**config.mk**
```make
export PLATFORM = sky130hd
export DESIGN_NAME = edcr_queue
export DESIGN_NICKNAME = d
export VERILOG_FILES = /design/src/rtl/core/edcr_pkg.sv /design/src/rtl/core/edcr_queue.sv
export SDC_FILE = /design/constraint.sdc
export NUM_CORES = 2
export LEC_CHECK = 0
export BUFFER_PORTS_ARGS = -buffer_cell sky130_fd_sc_hd__buf_4
export CAP_MARGIN = 30
export CORE_ASPECT_RATIO = 0.5
export CORE_MARGIN = 2
export CORE_UTILIZATION = 40
export DETAILED_ROUTE_END_ITERATION = 8
export PLACE_DENSITY = 0.6
export SLEW_MARGIN = 20
export SYNTH_ARGS = -nofsm -noshare
export SYNTH_HDL_FRONTEND = slang
export SYNTH_SLANG_ARGS = --single-unit
```
**constraint.sdc**
```tcl
create_clock -name clk -period 16.2 [get_ports clk]
set_input_delay 0 -clock clk [delete_from_list [all_inputs] [get_ports clk]]
set_output_delay 0 -clock clk [all_outputs]
set_load 0.01 [all_outputs]
```
**src/rtl/core/edcr_pkg.sv**
```systemverilog
`timescale 1ns / 1ps
`default_nettype none
// ----------------------------------------------------------------------------
// edcr_pkg
// Types, widths and helpers shared by the disc collision response core.
// ----------------------------------------------------------------------------
package edcr_pkg;

	localparam int VW    = 32;          // velocity / position width
	localparam int DW    = VW + 1;      // coordinate difference
	localparam int MW    = VW;          // magnitude of a difference
	localparam int PW    = 2 * MW;      // product of two magnitudes
	localparam int DOTW  = PW + 1;      // dot product magnitude, dd
	localparam int MASSW = 16;
	localparam int MSW   = MASSW + 1;   // mass sum, doubled mass
	localparam int XW    = DOTW + MW;   // dot times component
	localparam int NUMW  = XW + MSW;    // dividend
	localparam int DENW  = DOTW + MSW;  // divisor
	localparam int QW    = 36;          // quotient bits (change below 2^34)
	localparam int SUMW  = QW + 2;      // velocity plus change
	localparam int PPW   = 50;          // partial product of numerator
	localparam int LANES = 4;
	localparam int QUEUE_DEPTH = 4;

	typedef struct packed {
		logic [VW-1:0]    first_pos_x;
		logic [VW-1:0]    first_pos_y;
		logic [VW-1:0]    second_pos_x;
		logic [VW-1:0]    second_pos_y;
		logic [VW-1:0]    first_vel_x;
		logic [VW-1:0]    first_vel_y;
		logic [VW-1:0]    second_vel_x;
		logic [VW-1:0]    second_vel_y;
		logic [MASSW-1:0] first_mass;
		logic [MASSW-1:0] second_mass;
	} pair_item_t;

	typedef struct packed {
		logic [VW-1:0] new_first_vel_x;
		logic [VW-1:0] new_first_vel_y;
		logic [VW-1:0] new_second_vel_x;
		logic [VW-1:0] new_second_vel_y;
		logic          bounced;
		logic          coincident;
	} resp_item_t;

	typedef struct packed {
		logic [VW-1:0] v1x;
		logic [VW-1:0] v1y;
		logic [VW-1:0] v2x;
		logic [VW-1:0] v2y;
	} vel_t;

	// lanes: first x, first y, second x, second y
	typedef struct packed {
		logic [LANES-1:0] chneg;
		logic             bounced;
		logic             coincident;
		vel_t             vel;
	} meta_t;

	typedef struct packed {
		logic [LANES-1:0][NUMW-1:0] num;
		logic [DENW-1:0]            den;
		meta_t                      meta;
	} work_t;

	typedef struct packed {
		logic full;
		logic empty;
	} q_status_t;

	function automatic logic [MW-1:0] mag_diff(input logic [DW-1:0] a);
		logic [DW-1:0] n;
		n = -a;
		return a[DW-1] ? n[MW-1:0] : a[MW-1:0];
	endfunction

	function automatic logic [VW-1:0] sat_vel(input logic [SUMW-1:0] a);
		if (!a[SUMW-1] && (|a[SUMW-2:VW-1]))
			return {1'b0, {(VW-1){1'b1}}};
		else if (a[SUMW-1] && !(&a[SUMW-2:VW-1]))
			return {1'b1, {(VW-1){1'b0}}};
		else
			return a[VW-1:0];
	endfunction

endpackage
`default_nettype wire

```
**src/rtl/core/edcr_queue.sv**
```systemverilog
`timescale 1ns / 1ps
`default_nettype none
// ----------------------------------------------------------------------------
// edcr_queue
// Short first-in first-out queue between the front and back parts.
// ----------------------------------------------------------------------------
module edcr_queue #(
	parameter int DEPTH = edcr_pkg::QUEUE_DEPTH
) (
	input  wire logic                clk,
	input  wire logic                arst_n,
	input  wire logic                push,
	input  wire edcr_pkg::work_t     wdata,
	input  wire logic                pop,
	output edcr_pkg::work_t          rdata,
	output edcr_pkg::q_status_t      qstat
);

	localparam int AW = (DEPTH > 1) ? $clog2(DEPTH) : 1;
	localparam int CW = $clog2(DEPTH + 1);

	edcr_pkg::work_t entry_q [DEPTH];
	logic [AW-1:0]   wr_ptr_q, rd_ptr_q;
	logic [CW-1:0]   count_q;

	function automatic logic [AW-1:0] next_ptr(input logic [AW-1:0] p);
		return (p == AW'(DEPTH - 1)) ? '0 : p + 1'b1;
	endfunction

	assign qstat.full  = (count_q == CW'(DEPTH));
	assign qstat.empty = (count_q == '0);
	assign rdata       = entry_q[rd_ptr_q];

	always_ff @(posedge clk or negedge arst_n) begin
		if (!arst_n) begin
			wr_ptr_q <= '0;
			rd_ptr_q <= '0;
			count_q  <= '0;
		end else begin
			if (push)
				wr_ptr_q <= next_ptr(wr_ptr_q);
			if (pop)
				rd_ptr_q <= next_ptr(rd_ptr_q);
			if (push && !pop)
				count_q <= count_q + 1'b1;
			else if (pop && !push)
				count_q <= count_q - 1'b1;
		end
	end

	always_ff @(posedge clk) begin
		if (push)
			entry_q[wr_ptr_q] <= wdata;
	end

endmodule
`default_nettype wire

```
==> run metrics <==
number of design-rule violations left by the first detailed-router iteration=4715; CTS Sinks=2695; area share of the largest cell type after synthesis=82.14%; Final min period=5951 ps; Slew Limit Fails=0; fraction of synthesized cell area in xor and xnor cells=0.02674%; instance count of the mapped netlist=3547; initial standard-cell utilization of the core=40.29%; final setup vio count=0; multiplexer share of the synthesized area=16.22%; unrepaired setup endpoints after global routing=no; startpoint of the lowest-slack register-to-register path=wr_ptr_q[1]$_DFFE_PN0P_; total power density per cell area=166.8 nW/µm²; utilization after layout=54.43%; clock network power share=24.3%; Synth Area per Inst=27.70 µm²; compound-gate portion of the synthesized area=0.01019%; maximum clock frequency=168.0 MHz; number of levels in the clock H-tree=4; basic-gate share of the synthesized area counting and, or, nand and nor cells=0.05730%; global-route wire length before repair=398100 µm; max-slew headroom at the worst pin=22.09%; vias in the first global route=53647; Worst Reg2Reg Path Length in Cells=8; fraction of the yosys area taken by sequential cells=82.32%; Flop pwr share=41.4%; Post-Synthesis Net Count=4230; biggest fanout along the worst timing path=60; category of the worst setup path capture point=output port; Worst Hold Launch=wdata[117]; total congestion overflow=0; detail-routed net length per standard cell=28.88 µm; leading area contributor after synthesis=sky130_fd_sc_hd__edfxtp_1; via count=51657; Final Hold Slack=53.19 ps; global placer's final weighted congestion=0.8898; total negative setup slack=0 ps; number of hold-slack violations in the final timing report=0; number of vias per cell after detailed routing=5.236; area added between synthesis and finish=35.11%; Hold EP=entry_q[3][117]$_DFFE_PP_; worst slew pin tran=1169 ps; post-synthesis share of cell area spent on full adders, half adders and majority gates=0.09677%; pin count of the biggest net entering global routing=147; final worst-path cycle share=36.73%; DRT antenna net count=0; combinational family with the most area after synthesis=multiplexers; critical path's most frequent cell=sky130_fd_sc_hd__buf_4; Core Region=243900 µm²; switching part of the total=31.51%; proportion of layout cells with a drive suffix above 1=33.76%; sum of net half-perimeters after detailed placement=192000 µm; clk slew on worst S/H paths=70 ps; number of primary I/O pins=1350; crit path setup slack, layout=10250 ps; All-Layer GR Usage=22.28%; Slowest-stage cell, CP=sky130_fd_sc_hd__dfrtp_4; Post-layout nets=7063; Crit path required time=16200 ps; Port Buffer Count=1349; clock tree from TritonCTS=done; Worst Path Class, Setup=reg2out; number of unique standard cell types used by synthesis=21; Total Die Area=249900 µm²; arrival time of data at the critical path endpoint=5950 ps; kind of start point of the critical path=register; Max Clock Skew=61.55 ps; Static Leakage=0.04596 µW; result of the run=completed; worst hold stages=2; warning count from the yosys run=0; combinational cell fraction of total power=34.4%; min-delay worst type=in2reg; Vert. Die Dim=354.5 µm; DIE WIDTH=705.0 µm; maximum clock insertion buffer count=4; cell type group with the largest total delay on the critical path=buffers and inverters; count of placed standard cells including taps=8060; number of antenna violations at the first check in global routing=93; Placement Setup Slack=10880 ps; Net Sw Power=6977 µW; endpoint of the most critical register-to-register path=entry_q[1][308]$_DFFE_PP_; root cell of the clock tree=sky130_fd_sc_hd__clkbuf_16; crit-path max cell delay=940 ps; number of buffer and inverter instances along the worst setup path=6; post-layout instance count excluding filler cells=9865; filler cell count=18400; critical-path cell list=buf_4 -> buf_12 -> buf_4 -> buf_4 -> buf_4 -> mux4_1 -> buf_4; number of maximum-capacitance violations=0; Worst IR Drop VDD=0.1360 mV; Inserted Clock Buffers=232; router iterations before antenna repair=5; Worst-Skew Late Latency=860 ps; count of buffers added by post-CTS timing repair for setup=0; reg2reg setup slack=10910 ps; number of rows created at floorplan=128; count of state elements after synthesis=2695; cells taking the most area after synthesis=sky130_fd_sc_hd__edfxtp_1 82%, sky130_fd_sc_hd__mux4_2 11%, sky130_fd_sc_hd__mux4_1 5.5%; design internal power=15170 µW; DR DRC count=0; total length of routed wires=284900 µm; post-synthesis instance area=98270 µm²
[kinds of logic (layout without fill, tap and decap cells)]
group,after synthesis,after routing
AO/OA/AOI/OAI,2,2
buffers and inverters,154,3163
flip-flops,2695,2695
adder cells (fa/ha/maj),7,7
multiplexers,675,675
AND/OR/NAND/NOR,11,11
XOR/XNOR,3,3
other,0,59
[cells in the final DEF, fill, tap and decap left out, types with 4 or more instances in the layout]
cell / instances
sky130_fd_sc_hd__clkbuf_16: 235
sky130_fd_sc_hd__ha_1: 6
sky130_fd_sc_hd__clkinv_2: 40
sky130_fd_sc_hd__buf_4: 1396
sky130_fd_sc_hd__dlygate4sd3_1: 1327
sky130_fd_sc_hd__bufinv_16: 12
sky130_fd_sc_hd__clkinvlp_4: 10
sky130_fd_sc_hd__mux4_2: 466
sky130_fd_sc_hd__inv_1: 4
sky130_fd_sc_hd__clkinv_1: 47
sky130_fd_sc_hd__buf_12: 15
sky130_fd_sc_hd__dfrtp_1: 5
sky130_fd_sc_hd__clkbuf_1: 47
sky130_fd_sc_hd__clkinv_4: 5
sky130_fd_sc_hd__edfxtp_1: 2688
sky130_fd_sc_hd__diode_2: 59
sky130_fd_sc_hd__buf_16: 11
sky130_fd_sc_hd__and2_4: 4
sky130_fd_sc_hd__mux4_1: 206
[power groups by stage]
stage / Sequential (µW) / Combinational, µW / Clock [µW]
final: 9160 / 7610 / 5370
after global routing: 9240 / 7880 / 5750
after CTS: 9180 / 7690 / 5490
after detailed placement: 9330 / 7380 / 0
after global placement: 9260 / 7330 / 0
after floorplan: 9850 / 3760 / 0
[flip-flops by register name (all words and copies together), names as in the netlist]
signal and count:
wr_ptr_q 2, entry_q 2688, count_q 3, rd_ptr_q 2
[through the flow]
stage                     area (µm²)  total power (µW)
after floorplan                98270             13620
after global placement        111800             16590
after detailed placement      112000             16710
after CTS                     132400             22350
after global routing          132700             22870
final                         132800             22150
[metal layers]
metal	GRT usage, %	routed length (µm)	vias up	part of all wire (%)
met3	5.139	19260	649	6.8
met1	27.12	105300	27588	37
met2	37.95	144100	1871	51
met4	10.60	15940	52	5.6
li1	-	-	21497	-
met5	0	330	-	0.12
[worst register-to-register path, stage by stage (launching register included)]
cell	delay, ps
sky130_fd_sc_hd__dfrtp_1	400
sky130_fd_sc_hd__inv_1	110
sky130_fd_sc_hd__ha_1	170
sky130_fd_sc_hd__and2_4	470
sky130_fd_sc_hd__buf_16	300
sky130_fd_sc_hd__buf_4	700
sky130_fd_sc_hd__buf_4	850
sky130_fd_sc_hd__buf_12	740
sky130_fd_sc_hd__buf_4	1080
[final cells by class]
class	instances	area, µm²	share of cell area (%)
diodes	59	147.6	0.1112
clock buffers	285	6098	4.593
clock inverters	125	1032	0.7775
inverters	4	15.01	0.01131
multi-input cells	698	16140	12.16
flip-flops and latches	2695	80900	60.93
well taps	3250	4066	3.063
repair buffers	2749	24370	18.35
[worst max path at each step]
stage	from	to	slack [ps]	cells after the start
global placement	wr_ptr_q[1]$_DFFE_PN0P_	entry_q[1][26]$_DFFE_PP_	10730	7
global route	rd_ptr_q[1]$_DFFE_PN0P_	rdata[304]	9960	7
floorplan	wr_ptr_q[1]$_DFFE_PN0P_	entry_q[1][0]$_DFFE_PP_	-640	3
finish	rd_ptr_q[1]$_DFFE_PN0P_	rdata[304]	10250	7
CTS	rd_ptr_q[1]$_DFFE_PN0P_	rdata[341]	10060	7
detailed placement	wr_ptr_q[1]$_DFFE_PN0P_	entry_q[1][26]$_DFFE_PP_	10880	8
[cells in the mapped netlist]
library cell                  n
sky130_fd_sc_hd__clkbuf_1     9
sky130_fd_sc_hd__nor2_1       3
sky130_fd_sc_hd__o21ai_0      2
sky130_fd_sc_hd__nor3b_1      1
sky130_fd_sc_hd__ha_1         6
sky130_fd_sc_hd__mux4_2     466
sky130_fd_sc_hd__nor3_1       1
sky130_fd_sc_hd__buf_2       66
sky130_fd_sc_hd__xor2_1       2
sky130_fd_sc_hd__buf_4        1
sky130_fd_sc_hd__and2_1       4
sky130_fd_sc_hd__fa_1         1
sky130_fd_sc_hd__xnor2_1      1
sky130_fd_sc_hd__mux4_1     206
sky130_fd_sc_hd__edfxtp_1  2688
sky130_fd_sc_hd__mux2_2       3
sky130_fd_sc_hd__buf_8        7
sky130_fd_sc_hd__nand2_1      2
sky130_fd_sc_hd__inv_1        4
sky130_fd_sc_hd__buf_6       67
sky130_fd_sc_hd__dfrtp_1      7
[what timing repair did]
item                                    CTS  global route
endpoints found under the hold margin  2904             0
hold buffers                           1327             0
gates resized for setup                   0             0
setup endpoints to repair                 0             0
Power figures use the tool's default switching activity.
